[src/scc_pkg.sv]
// Shared types and constants for the sector cache clock directory.
`timescale 1ns / 1ps

package scc_pkg;

   // Operation codes carried on the request func field
   typedef enum logic [1:0] {
      FUNC_READ  = 2'd0,
      FUNC_WRITE = 2'd1,
      FUNC_FLUSH = 2'd2,
      FUNC_NONE  = 2'd3
   } func_type;

   // Commands from the controller to the datapath
   typedef struct packed {
      logic load_req;     // capture request, clear scan index
      logic idx_inc;      // advance scan index
      logic rd_idx;       // read tag at scan index
      logic rd_hand;      // read tag at hand, victim slot <= hand, advance hand
      logic skip_hand;    // set used mark at hand, advance hand
      logic take_idx;     // hit: slot <= scan index
      logic take_new;     // miss with free slot: slot <= fill count, bump count
      logic take_victim;  // evaluate writeback of victim, clean it
      logic finish;       // commit access and load result beat
      logic fl_take;      // flush: push pending beat, hold new dirty slot
      logic fl_end;       // flush: emit pending beat as final
   } cmd_type;

   // Status from the datapath to the controller
   typedef struct packed {
      logic is_flush;
      logic is_access;
      logic idx_end;      // scan index reached fill count
      logic tag_match;    // registered tag equals request sector
      logic full;         // every slot filled
      logic hand_used;    // used mark at hand is set
      logic idx_dirty;    // dirty mark at scan index is set
      logic pend_valid;   // flush beat held back
      logic out_free;     // result register can take a beat
   } sts_type;

endpackage

[src/scc_ctrl.sv]
// Controller state machine for the sector cache clock directory.
`timescale 1ns / 1ps

module scc_ctrl
   import scc_pkg::*;
(
   input  logic    clock,
   input  logic    reset,
   input  logic    req_valid,
   output logic    req_stall,
   input  sts_type sts,
   output cmd_type cmd
);

   typedef enum logic [10:0] {
      ST_IDLE    = 11'b000_0000_0001,
      ST_DEC     = 11'b000_0000_0010,
      ST_LK_RD   = 11'b000_0000_0100,
      ST_LK_CMP  = 11'b000_0000_1000,
      ST_MISS    = 11'b000_0001_0000,
      ST_CLK     = 11'b000_0010_0000,
      ST_VIC     = 11'b000_0100_0000,
      ST_FIN     = 11'b000_1000_0000,
      ST_FL_SCAN = 11'b001_0000_0000,
      ST_FL_RD   = 11'b010_0000_0000,
      ST_FL_END  = 11'b100_0000_0000
   } state_type;

   state_type state_ff, state_in;

   assign req_stall = (state_ff != ST_IDLE);

   always_comb begin
      state_in = state_ff;
      cmd      = '0;
      unique case (state_ff)
         ST_IDLE: begin
            if (req_valid) begin
               cmd.load_req = 1'b1;
               state_in     = ST_DEC;
            end
         end
         ST_DEC: begin
            if (sts.is_flush) begin
               state_in = ST_FL_SCAN;
            end else if (sts.is_access) begin
               state_in = ST_LK_RD;
            end else begin
               state_in = ST_IDLE;
            end
         end
         ST_LK_RD: begin
            if (sts.idx_end) begin
               state_in = ST_MISS;
            end else begin
               cmd.rd_idx = 1'b1;
               state_in   = ST_LK_CMP;
            end
         end
         ST_LK_CMP: begin
            if (sts.tag_match) begin
               cmd.take_idx = 1'b1;
               state_in     = ST_FIN;
            end else begin
               cmd.idx_inc = 1'b1;
               state_in    = ST_LK_RD;
            end
         end
         ST_MISS: begin
            if (sts.full) begin
               state_in = ST_CLK;
            end else begin
               cmd.take_new = 1'b1;
               state_in     = ST_FIN;
            end
         end
         ST_CLK: begin
            if (sts.hand_used) begin
               cmd.rd_hand = 1'b1;
               state_in    = ST_VIC;
            end else begin
               cmd.skip_hand = 1'b1;
            end
         end
         ST_VIC: begin
            cmd.take_victim = 1'b1;
            state_in        = ST_FIN;
         end
         ST_FIN: begin
            if (sts.out_free) begin
               cmd.finish = 1'b1;
               state_in   = ST_IDLE;
            end
         end
         ST_FL_SCAN: begin
            if (sts.idx_end) begin
               state_in = ST_FL_END;
            end else if (sts.idx_dirty) begin
               cmd.rd_idx = 1'b1;
               state_in   = ST_FL_RD;
            end else begin
               cmd.idx_inc = 1'b1;
            end
         end
         ST_FL_RD: begin
            if (!sts.pend_valid || sts.out_free) begin
               cmd.fl_take = 1'b1;
               state_in    = ST_FL_SCAN;
            end
         end
         ST_FL_END: begin
            if (!sts.pend_valid) begin
               state_in = ST_IDLE;
            end else if (sts.out_free) begin
               cmd.fl_end = 1'b1;
               state_in   = ST_IDLE;
            end
         end
         default: begin
            state_in = ST_IDLE;
         end
      endcase
   end

   always_ff @(posedge clock) begin
      if (reset) begin
         state_ff <= ST_IDLE;
      end else begin
         state_ff <= state_in;
      end
   end

endmodule

[src/scc_dp.sv]
// Datapath for the sector cache clock directory: tags, marks, hand, result register.
`timescale 1ns / 1ps

module scc_dp
   import scc_pkg::*;
#(
   parameter  int SLOTS = 64,
   localparam int SlotW = $clog2(SLOTS),
   localparam int CntW  = $clog2(SLOTS + 1)
) (
   input  logic             clock,
   input  logic             reset,
   input  cmd_type          cmd,
   output sts_type          sts,
   input  logic [1:0]       req_func,
   input  logic [31:0]      req_sector,
   output logic             rsp_valid,
   input  logic             rsp_stall,
   output logic [SlotW-1:0] rsp_slot,
   output logic             rsp_hit,
   output logic             rsp_fill,
   output logic             rsp_wb_valid,
   output logic [31:0]      rsp_wb_sector,
   output logic             rsp_last
);

   logic [31:0]      tag_mem [SLOTS];
   logic [31:0]      tag_rd_ff;
   logic [SlotW-1:0] tag_rd_addr;

   func_type         func_ff;
   logic [31:0]      sector_ff;
   logic [CntW-1:0]  idx_ff;
   logic [CntW-1:0]  fill_count_ff;
   logic [SlotW-1:0] hand_ff, hand_next;
   logic [SLOTS-1:0] dirty_ff;
   logic [SLOTS-1:0] used_ff;

   logic [SlotW-1:0] slot_ff;
   logic             hit_ff, fill_ff, wbv_ff;
   logic [31:0]      wbs_ff;

   logic             pend_valid_ff;
   logic [SlotW-1:0] pend_slot_ff;
   logic [31:0]      pend_sector_ff;

   logic             rsp_valid_ff;
   logic [SlotW-1:0] rsp_slot_ff;
   logic             rsp_hit_ff, rsp_fill_ff, rsp_wbv_ff, rsp_last_ff;
   logic [31:0]      rsp_wbs_ff;

   logic             out_free;
   logic             emit_pend;
   logic [SlotW-1:0] idx_slot;

   assign idx_slot  = idx_ff[SlotW-1:0];
   assign hand_next = (hand_ff == SlotW'(SLOTS - 1)) ? '0 : hand_ff + 1'b1;
   assign out_free  = !rsp_valid_ff || !rsp_stall;
   assign emit_pend = (cmd.fl_take && pend_valid_ff) || cmd.fl_end;

   assign sts.is_flush   = (func_ff == FUNC_FLUSH);
   assign sts.is_access  = (func_ff == FUNC_READ) || (func_ff == FUNC_WRITE);
   assign sts.idx_end    = (idx_ff >= fill_count_ff);
   assign sts.tag_match  = (tag_rd_ff == sector_ff);
   assign sts.full       = (fill_count_ff == CntW'(SLOTS));
   assign sts.hand_used  = used_ff[hand_ff];
   assign sts.idx_dirty  = dirty_ff[idx_slot];
   assign sts.pend_valid = pend_valid_ff;
   assign sts.out_free   = out_free;

   // Tag memory: one read port, one write port
   assign tag_rd_addr = cmd.rd_hand ? hand_ff : idx_slot;

   always_ff @(posedge clock) begin
      if (cmd.rd_idx || cmd.rd_hand) begin
         tag_rd_ff <= tag_mem[tag_rd_addr];
      end
      if (cmd.finish && fill_ff) begin
         tag_mem[slot_ff] <= sector_ff;
      end
   end

   // Request capture and access bookkeeping
   always_ff @(posedge clock) begin
      if (cmd.load_req) begin
         func_ff   <= func_type'(req_func);
         sector_ff <= req_sector;
      end
      if (cmd.rd_hand) begin
         slot_ff <= hand_ff;
         hit_ff  <= 1'b0;
         fill_ff <= 1'b1;
         wbv_ff  <= 1'b0;
         wbs_ff  <= '0;
      end
      if (cmd.take_idx) begin
         slot_ff <= idx_slot;
         hit_ff  <= 1'b1;
         fill_ff <= 1'b0;
         wbv_ff  <= 1'b0;
         wbs_ff  <= '0;
      end
      if (cmd.take_new) begin
         slot_ff <= fill_count_ff[SlotW-1:0];
         hit_ff  <= 1'b0;
         fill_ff <= 1'b1;
         wbv_ff  <= 1'b0;
         wbs_ff  <= '0;
      end
      if (cmd.take_victim) begin
         wbv_ff <= dirty_ff[slot_ff];
         wbs_ff <= dirty_ff[slot_ff] ? tag_rd_ff : '0;
      end
      if (cmd.fl_take) begin
         pend_slot_ff   <= idx_slot;
         pend_sector_ff <= tag_rd_ff;
      end
   end

   // Control state: counters, hand, marks, pending flush beat
   always_ff @(posedge clock) begin
      if (reset) begin
         idx_ff        <= '0;
         fill_count_ff <= '0;
         hand_ff       <= '0;
         dirty_ff      <= '0;
         used_ff       <= '0;
         pend_valid_ff <= 1'b0;
      end else begin
         if (cmd.load_req) begin
            idx_ff <= '0;
         end else if (cmd.idx_inc || cmd.fl_take) begin
            idx_ff <= idx_ff + 1'b1;
         end
         if (cmd.take_new) begin
            fill_count_ff <= fill_count_ff + 1'b1;
         end
         if (cmd.skip_hand) begin
            used_ff[hand_ff] <= 1'b1;
            hand_ff          <= hand_next;
         end
         if (cmd.rd_hand) begin
            hand_ff <= hand_next;
         end
         if (cmd.take_victim) begin
            dirty_ff[slot_ff] <= 1'b0;
         end
         if (cmd.finish) begin
            used_ff[slot_ff] <= 1'b0;
            if (func_ff == FUNC_WRITE) begin
               dirty_ff[slot_ff] <= 1'b1;
            end
         end
         if (cmd.fl_take) begin
            dirty_ff[idx_slot] <= 1'b0;
            pend_valid_ff      <= 1'b1;
         end else if (cmd.fl_end) begin
            pend_valid_ff <= 1'b0;
         end
      end
   end

   // Result register
   always_ff @(posedge clock) begin
      if (reset) begin
         rsp_valid_ff <= 1'b0;
      end else if (cmd.finish || emit_pend) begin
         rsp_valid_ff <= 1'b1;
      end else if (!rsp_stall) begin
         rsp_valid_ff <= 1'b0;
      end
   end

   always_ff @(posedge clock) begin
      if (cmd.finish) begin
         rsp_slot_ff <= slot_ff;
         rsp_hit_ff  <= hit_ff;
         rsp_fill_ff <= fill_ff;
         rsp_wbv_ff  <= wbv_ff;
         rsp_wbs_ff  <= wbs_ff;
         rsp_last_ff <= 1'b1;
      end else if (emit_pend) begin
         rsp_slot_ff <= pend_slot_ff;
         rsp_hit_ff  <= 1'b0;
         rsp_fill_ff <= 1'b0;
         rsp_wbv_ff  <= 1'b1;
         rsp_wbs_ff  <= pend_sector_ff;
         rsp_last_ff <= cmd.fl_end;
      end
   end

   assign rsp_valid     = rsp_valid_ff;
   assign rsp_slot      = rsp_slot_ff;
   assign rsp_hit       = rsp_hit_ff;
   assign rsp_fill      = rsp_fill_ff;
   assign rsp_wb_valid  = rsp_wbv_ff;
   assign rsp_wb_sector = rsp_wbs_ff;
   assign rsp_last      = rsp_last_ff;

endmodule

[src/sector_cache_clock_directory_core.sv]
// Top level of the sector cache clock directory.
`timescale 1ns / 1ps

// Channel  | Direction | Handshake             | Payload
// ---------+-----------+-----------------------+------------------------------------------
// req      | in        | req_valid / req_stall | req_func, req_sector
// rsp      | out       | rsp_valid / rsp_stall | rsp_slot, rsp_hit, rsp_fill,
//          |           |                       | rsp_wb_valid, rsp_wb_sector, rsp_last
//
// Sequencing: one request at a time; a lookup scans filled slots in order up to a hit,
//   a full-cache miss then sweeps the hand to a slot with its used mark set, flush walks
//   all filled slots and emits a beat per dirty one, and an unknown op gives no result.
// Reset: synchronous; clears fill count, hand, marks and handshake state, not the tags.
// Stalls: rsp_stall holds the result register and the controller waits while it is full;
//   req_stall is high from acceptance until the controller is idle again.

module sector_cache_clock_directory_core
   import scc_pkg::*;
#(
   parameter  int SLOTS = 64,
   localparam int SlotW = $clog2(SLOTS)
) (
   input  logic             clock,
   input  logic             reset,
   input  logic             req_valid,
   output logic             req_stall,
   input  logic [1:0]       req_func,
   input  logic [31:0]      req_sector,
   output logic             rsp_valid,
   input  logic             rsp_stall,
   output logic [SlotW-1:0] rsp_slot,
   output logic             rsp_hit,
   output logic             rsp_fill,
   output logic             rsp_wb_valid,
   output logic [31:0]      rsp_wb_sector,
   output logic             rsp_last
);

   cmd_type cmd;
   sts_type sts;

   // Sequencing: lookup scan, fill, clock sweep, flush walk
   scc_ctrl u_ctrl (
      .clock     (clock),
      .reset     (reset),
      .req_valid (req_valid),
      .req_stall (req_stall),
      .sts       (sts),
      .cmd       (cmd)
   );

   // Storage and result beat register
   scc_dp #(
      .SLOTS (SLOTS)
   ) u_dp (
      .clock         (clock),
      .reset         (reset),
      .cmd           (cmd),
      .sts           (sts),
      .req_func      (req_func),
      .req_sector    (req_sector),
      .rsp_valid     (rsp_valid),
      .rsp_stall     (rsp_stall),
      .rsp_slot      (rsp_slot),
      .rsp_hit       (rsp_hit),
      .rsp_fill      (rsp_fill),
      .rsp_wb_valid  (rsp_wb_valid),
      .rsp_wb_sector (rsp_wb_sector),
      .rsp_last      (rsp_last)
   );

endmodule
[config.mk]
export PLATFORM = sky130hd
export DESIGN_NAME = sector_cache_clock_directory_core
export DESIGN_NICKNAME = d
export VERILOG_FILES = /design/src/scc_pkg.sv /design/src/scc_ctrl.sv /design/src/scc_dp.sv /design/src/sector_cache_clock_directory_core.sv
export SDC_FILE = /design/constraint.sdc
export NUM_CORES = 2
export LEC_CHECK = 0
export ABC_AREA = 1
export BUFFER_PORTS_ARGS = -buffer_cell sky130_fd_sc_hd__buf_2
export CELL_PAD_IN_SITES_DETAIL_PLACEMENT = 1
export CELL_PAD_IN_SITES_GLOBAL_PLACEMENT = 2
export CORE_UTILIZATION = 47
export CTS_BUF_LIST = sky130_fd_sc_hd__clkbuf_8
export CTS_CLUSTER_SIZE = 40
export DETAILED_ROUTE_END_ITERATION = 12
export PLACE_DENSITY_LB_ADDON = 0.25
export SYNTH_ARGS = -nofsm -noshare
export SYNTH_HDL_FRONTEND = slang
export SYNTH_SLANG_ARGS = --single-unit
[constraint.sdc]
create_clock -name clock -period 8.1 [get_ports clock]
set_input_delay 0.81 -clock clock [delete_from_list [all_inputs] [get_ports clock]]
set_output_delay 0.81 -clock clock [all_outputs]
set_load 0.02 [all_outputs]
==> impl_metrics.csv <==
group,metric,value,unit
worst_setup_path,required,8.93,ns
clock_network,postCtsSetupRepairBufs,0,
clock_network,cts_htree_levels,5,
sta,fin_crit_sh,0.768,
sta,rsz0062_at_grt,"false",
floorplanning,std_cell_rows,173,
worst_setup_path,path_class,"flip-flop to flip-flop",
logic_synthesis,synthArstFlopShare,0,
logic_synthesis,seq_area_frac_synth,0.664,
drt,viasPerCell,5.73,
clock_network,clockBufferDepth,4,
worst_setup_path,critPathMaxFanout,90,
floorplanning,io_pins,82,
drt,dr.pass1.iters,6,
flow_run,maxCapViolCount,0,
worst_setup_path,r2r_slack,1.88,ns
clock_network,cts-buffers-inserted,420,
grt,grt_pass1_wl,557000,microns
min_path,min_to,"u_ctrl.state_ff[0]",
cells_and_area,final_common_cell,"inv_1",
cells_and_area,drive_gt1_frac,0.0815,
logic_synthesis,netlist.area_leader.share,0.633,
power_and_ir_drop,p_leak,49.1,nW
worst_setup_path,cp_num_buf_inv,2,
grt,grt_pass1_vias,81900,
worst_setup_path,r2r-end,"u_dp.tag_rd_ff[27]",
logic_synthesis,syn_nets,10600,
power_and_ir_drop,power.switching_fraction,0.265,
drt,drc,0,
worst_setup_path,rr_startpoint,"u_dp.hand_ff[0]",
logic_synthesis,netlist-cell-type-count,48,
sta,hold_ws,0.258,ns
grt,grt.overflow.total,0,
clock_network,clock_latency,1.13,ns
clock_network,root_buffer,"clkbuf_8",
sta,worst_pin_slew,1.31,ns
drt,top_layer,"met5",
floorplanning,coreArea,0.223,sq mm
logic_synthesis,synth_flop_cell,"edfxtp_1",
sta,period_minus_slack,6.22,ns
floorplanning,initial_core_util,0.475,
place,portBuffers,81,
logic_synthesis,synthTopCellsByArea,"edfxtp_1, nand3_1, nand2_1, inv_1, dfxtp_1",
sta,finClkSkew,0.0877,ns
worst_setup_path,crit_chain,"buf_4 > nand2_1 > nand3_1 > nand2_1 > o21ai_1 > nand2_1 > nor2_1 > nand2_1 > nand2_2 > nand2_4 > nand2_8 > buf_4 > nand2_1 > nand3_1 > nand3_1 > nand3_1 > nand3_1 > nand3_1 > nand2_1",
sta,timing.slew.headroom,0.121,
worst_setup_path,max_stage_delay,0.78,ns
drt,drt_wl_total,387000,microns
cells_and_area,final_cell_mix,"inv_1, nand2_1, edfxtp_1, nand3_1, clkbuf_8",
logic_synthesis,yosysWarnings,0,
power_and_ir_drop,p_sw,7.16,mW
worst_setup_path,cp-end-kind,"flip-flop",
min_path,hold_path.startpoint,"rsp_stall",
sta,hold_viol_final,0,
place,gp_congestion,0.903,
worst_setup_path,critPathLaunchType,"flip-flop",
drt,wl_met3,34300,microns
power_and_ir_drop,powerDensity,229,mW/mm^2
floorplanning,die-area,0.227,sq mm
place,dp_hpwl,219000,microns
power_and_ir_drop,power_frac_comb,0.090,
clock_network,clock-sinks,2396,
drt,wire_per_inst,27.5,microns
min_path,min_path_type,"primary input to flip-flop",
logic_synthesis,synth_top_area_cell,"edfxtp_1",
drt,vias,80600,
logic_synthesis,synthCells,10500,
drt,wl_met1,158000,microns
cells_and_area,layout.nets,10800,
worst_setup_path,cpMaxStageDelayCell,"dfxtp_1",
min_path,hold-path-cell-count,6,
logic_synthesis,syn_area_per_cell,10.0,sq um
drt,wl_met2,180000,microns
cells_and_area,area_growth,11.3,%
power_and_ir_drop,seq_power_share,0.536,
drt,drtIter0Drc,8728,
logic_synthesis,synth_area,0.106,sq mm
clock_network,cts_tree,"yes",
sta,setup_viol,0,
logic_synthesis,synth-seq-cells,2396,
floorplanning,die_h,477,microns
clock_network,clkTransAtPathRegs,0.06,ns
floorplanning,die_w,477,microns
grt,antenna_found_initial,22,
sta,fin_setup_tns,0,ns
grt,grt_use_total,0.336,
power_and_ir_drop,peakVddDrop,0.000231,V
sta,slew_violations,0,
power_and_ir_drop,p_int,19.8,mW
grt,grt_max_degree,109,
run_status,status,"finished clean",
power_and_ir_drop,clkPwrFrac,0.374,
drt,ant_nets,0,
worst_setup_path,r2r_cells,19,
worst_setup_path,cp_top_family,"simple AND/OR/NAND/NOR gates",
sta,fmax,0.161,GHz
worst_setup_path,crit_arrival,7.05,ns
logic_synthesis,synth_edf_count,2232,
-- cell families after synthesis --
logic type      count (synthesis)  share of synthesized area
simple gates                 4980                      0.206
xor+xnor                       34                    0.00281
buf+inv                      2758                      0.104
compound gates                362                     0.0209
flops                        2396                      0.664
fa+ha+maj                      11                    0.00130
-- state kept, by name, indices dropped and copies added (netlist names), 2 cells and up --
signal and flops:
u_dp.rsp_wb_sector 32, u_ctrl.state_ff 11, u_dp.fill_count_ff 7, u_dp.slot_ff 6
u_dp.used_ff 64, u_dp.dirty_ff 64, u_dp.tag_rd_ff 32, u_dp.pend_slot_ff 6
u_dp.tag_mem 2048, u_dp.hand_ff 6, u_dp.idx_ff 7, u_dp.sector_ff 32
u_dp.func_ff 2, u_dp.pend_sector_ff 32, u_dp.wbs_ff 32, u_dp.rsp_slot 6
-- how the worst max path moves through the flow --
stage                     from                  end  slack, ns  depth (start not counted)
3_5_place_dp   u_dp.hand_ff[0]    u_dp.tag_rd_ff[5]       2.00                         19
5_1_grt        u_dp.hand_ff[0]    u_dp.tag_rd_ff[3]       1.42                         19
3_3_place_gp   u_dp.hand_ff[1]   u_dp.tag_rd_ff[21]       2.07                         16
4_1_cts        u_dp.hand_ff[0]    u_dp.tag_rd_ff[3]       1.95                         19
6_report       u_dp.hand_ff[0]   u_dp.tag_rd_ff[27]       1.88                         19
2_1_floorplan        rsp_stall  u_dp.tag_mem[60][0]       3.74                          7
-- power groups by stage --
stage,sequential [mW],clock (mW),combinational [mW]
after CTS,14.5,10.2,2.38
after global placement,14.7,0,2.29
after floorplan,15.1,0,0.899
after detailed placement,14.7,0,2.36
after global routing,14.5,10.7,2.57
final,14.5,10.1,2.43
-- layer usage --
metal | vias up | track usage
met4 | 6 | 0.123
li1 | 35000 | -
met1 | 41100 | 0.457
met3 | 794 | 0.0549
met2 | 3732 | 0.544
met5 | - | 0
-- synth_stat cells, drive strengths merged, types with 19 or more instances --
library cell	number
nor2	230
xnor2	33
clkbuf	198
edfxtp	2232
a211oi	19
a221oi	58
buf	355
o21ai	103
nand4	30
nand2	2330
dfxtp	164
inv	2197
nand3	2207
a21oi	126
nor3	163
-- worst reg2reg max path, delay by kind of cell (launching register included) --
kind	cells	cell delay, ns
AOI/OAI and AO/OA	1	0.20
buffers and inverters	2	1.20
DFF	1	0.78
and+or+nand+nor	16	3.77
-- repair_timing --
action	4_1_cts	5_1_grt
hold buffers	36	0
hold endpoints to repair	46	0
setup endpoints to repair	0	0
gates resized for setup	0	0
-- area by class of cell --
cell class	count	area, sq um
antenna	10	25.0
multi-input combinational	5387	25000
clock buffer	428	5890
timing repair buffer	362	3090
fill	24600	105000
sequential	2396	70300
inverter	2205	8300
tap	2975	3720
clock inverter	307	1400
-- stage by stage --
stage	area, sq um	power (mW)	setup slack, ns	instances	utilization
after floorplan	106000	16.0	3.74	10500	-
after CTS	118000	27.1	1.95	14100	0.528
after global placement	110000	17.0	2.07	13300	0.494
after detailed placement	110000	17.1	2.00	13300	0.494
final	118000	27.0	1.88	14100	0.528
after global routing	118000	27.7	1.42	14100	0.528
Power figures use the tool's default switching activity.
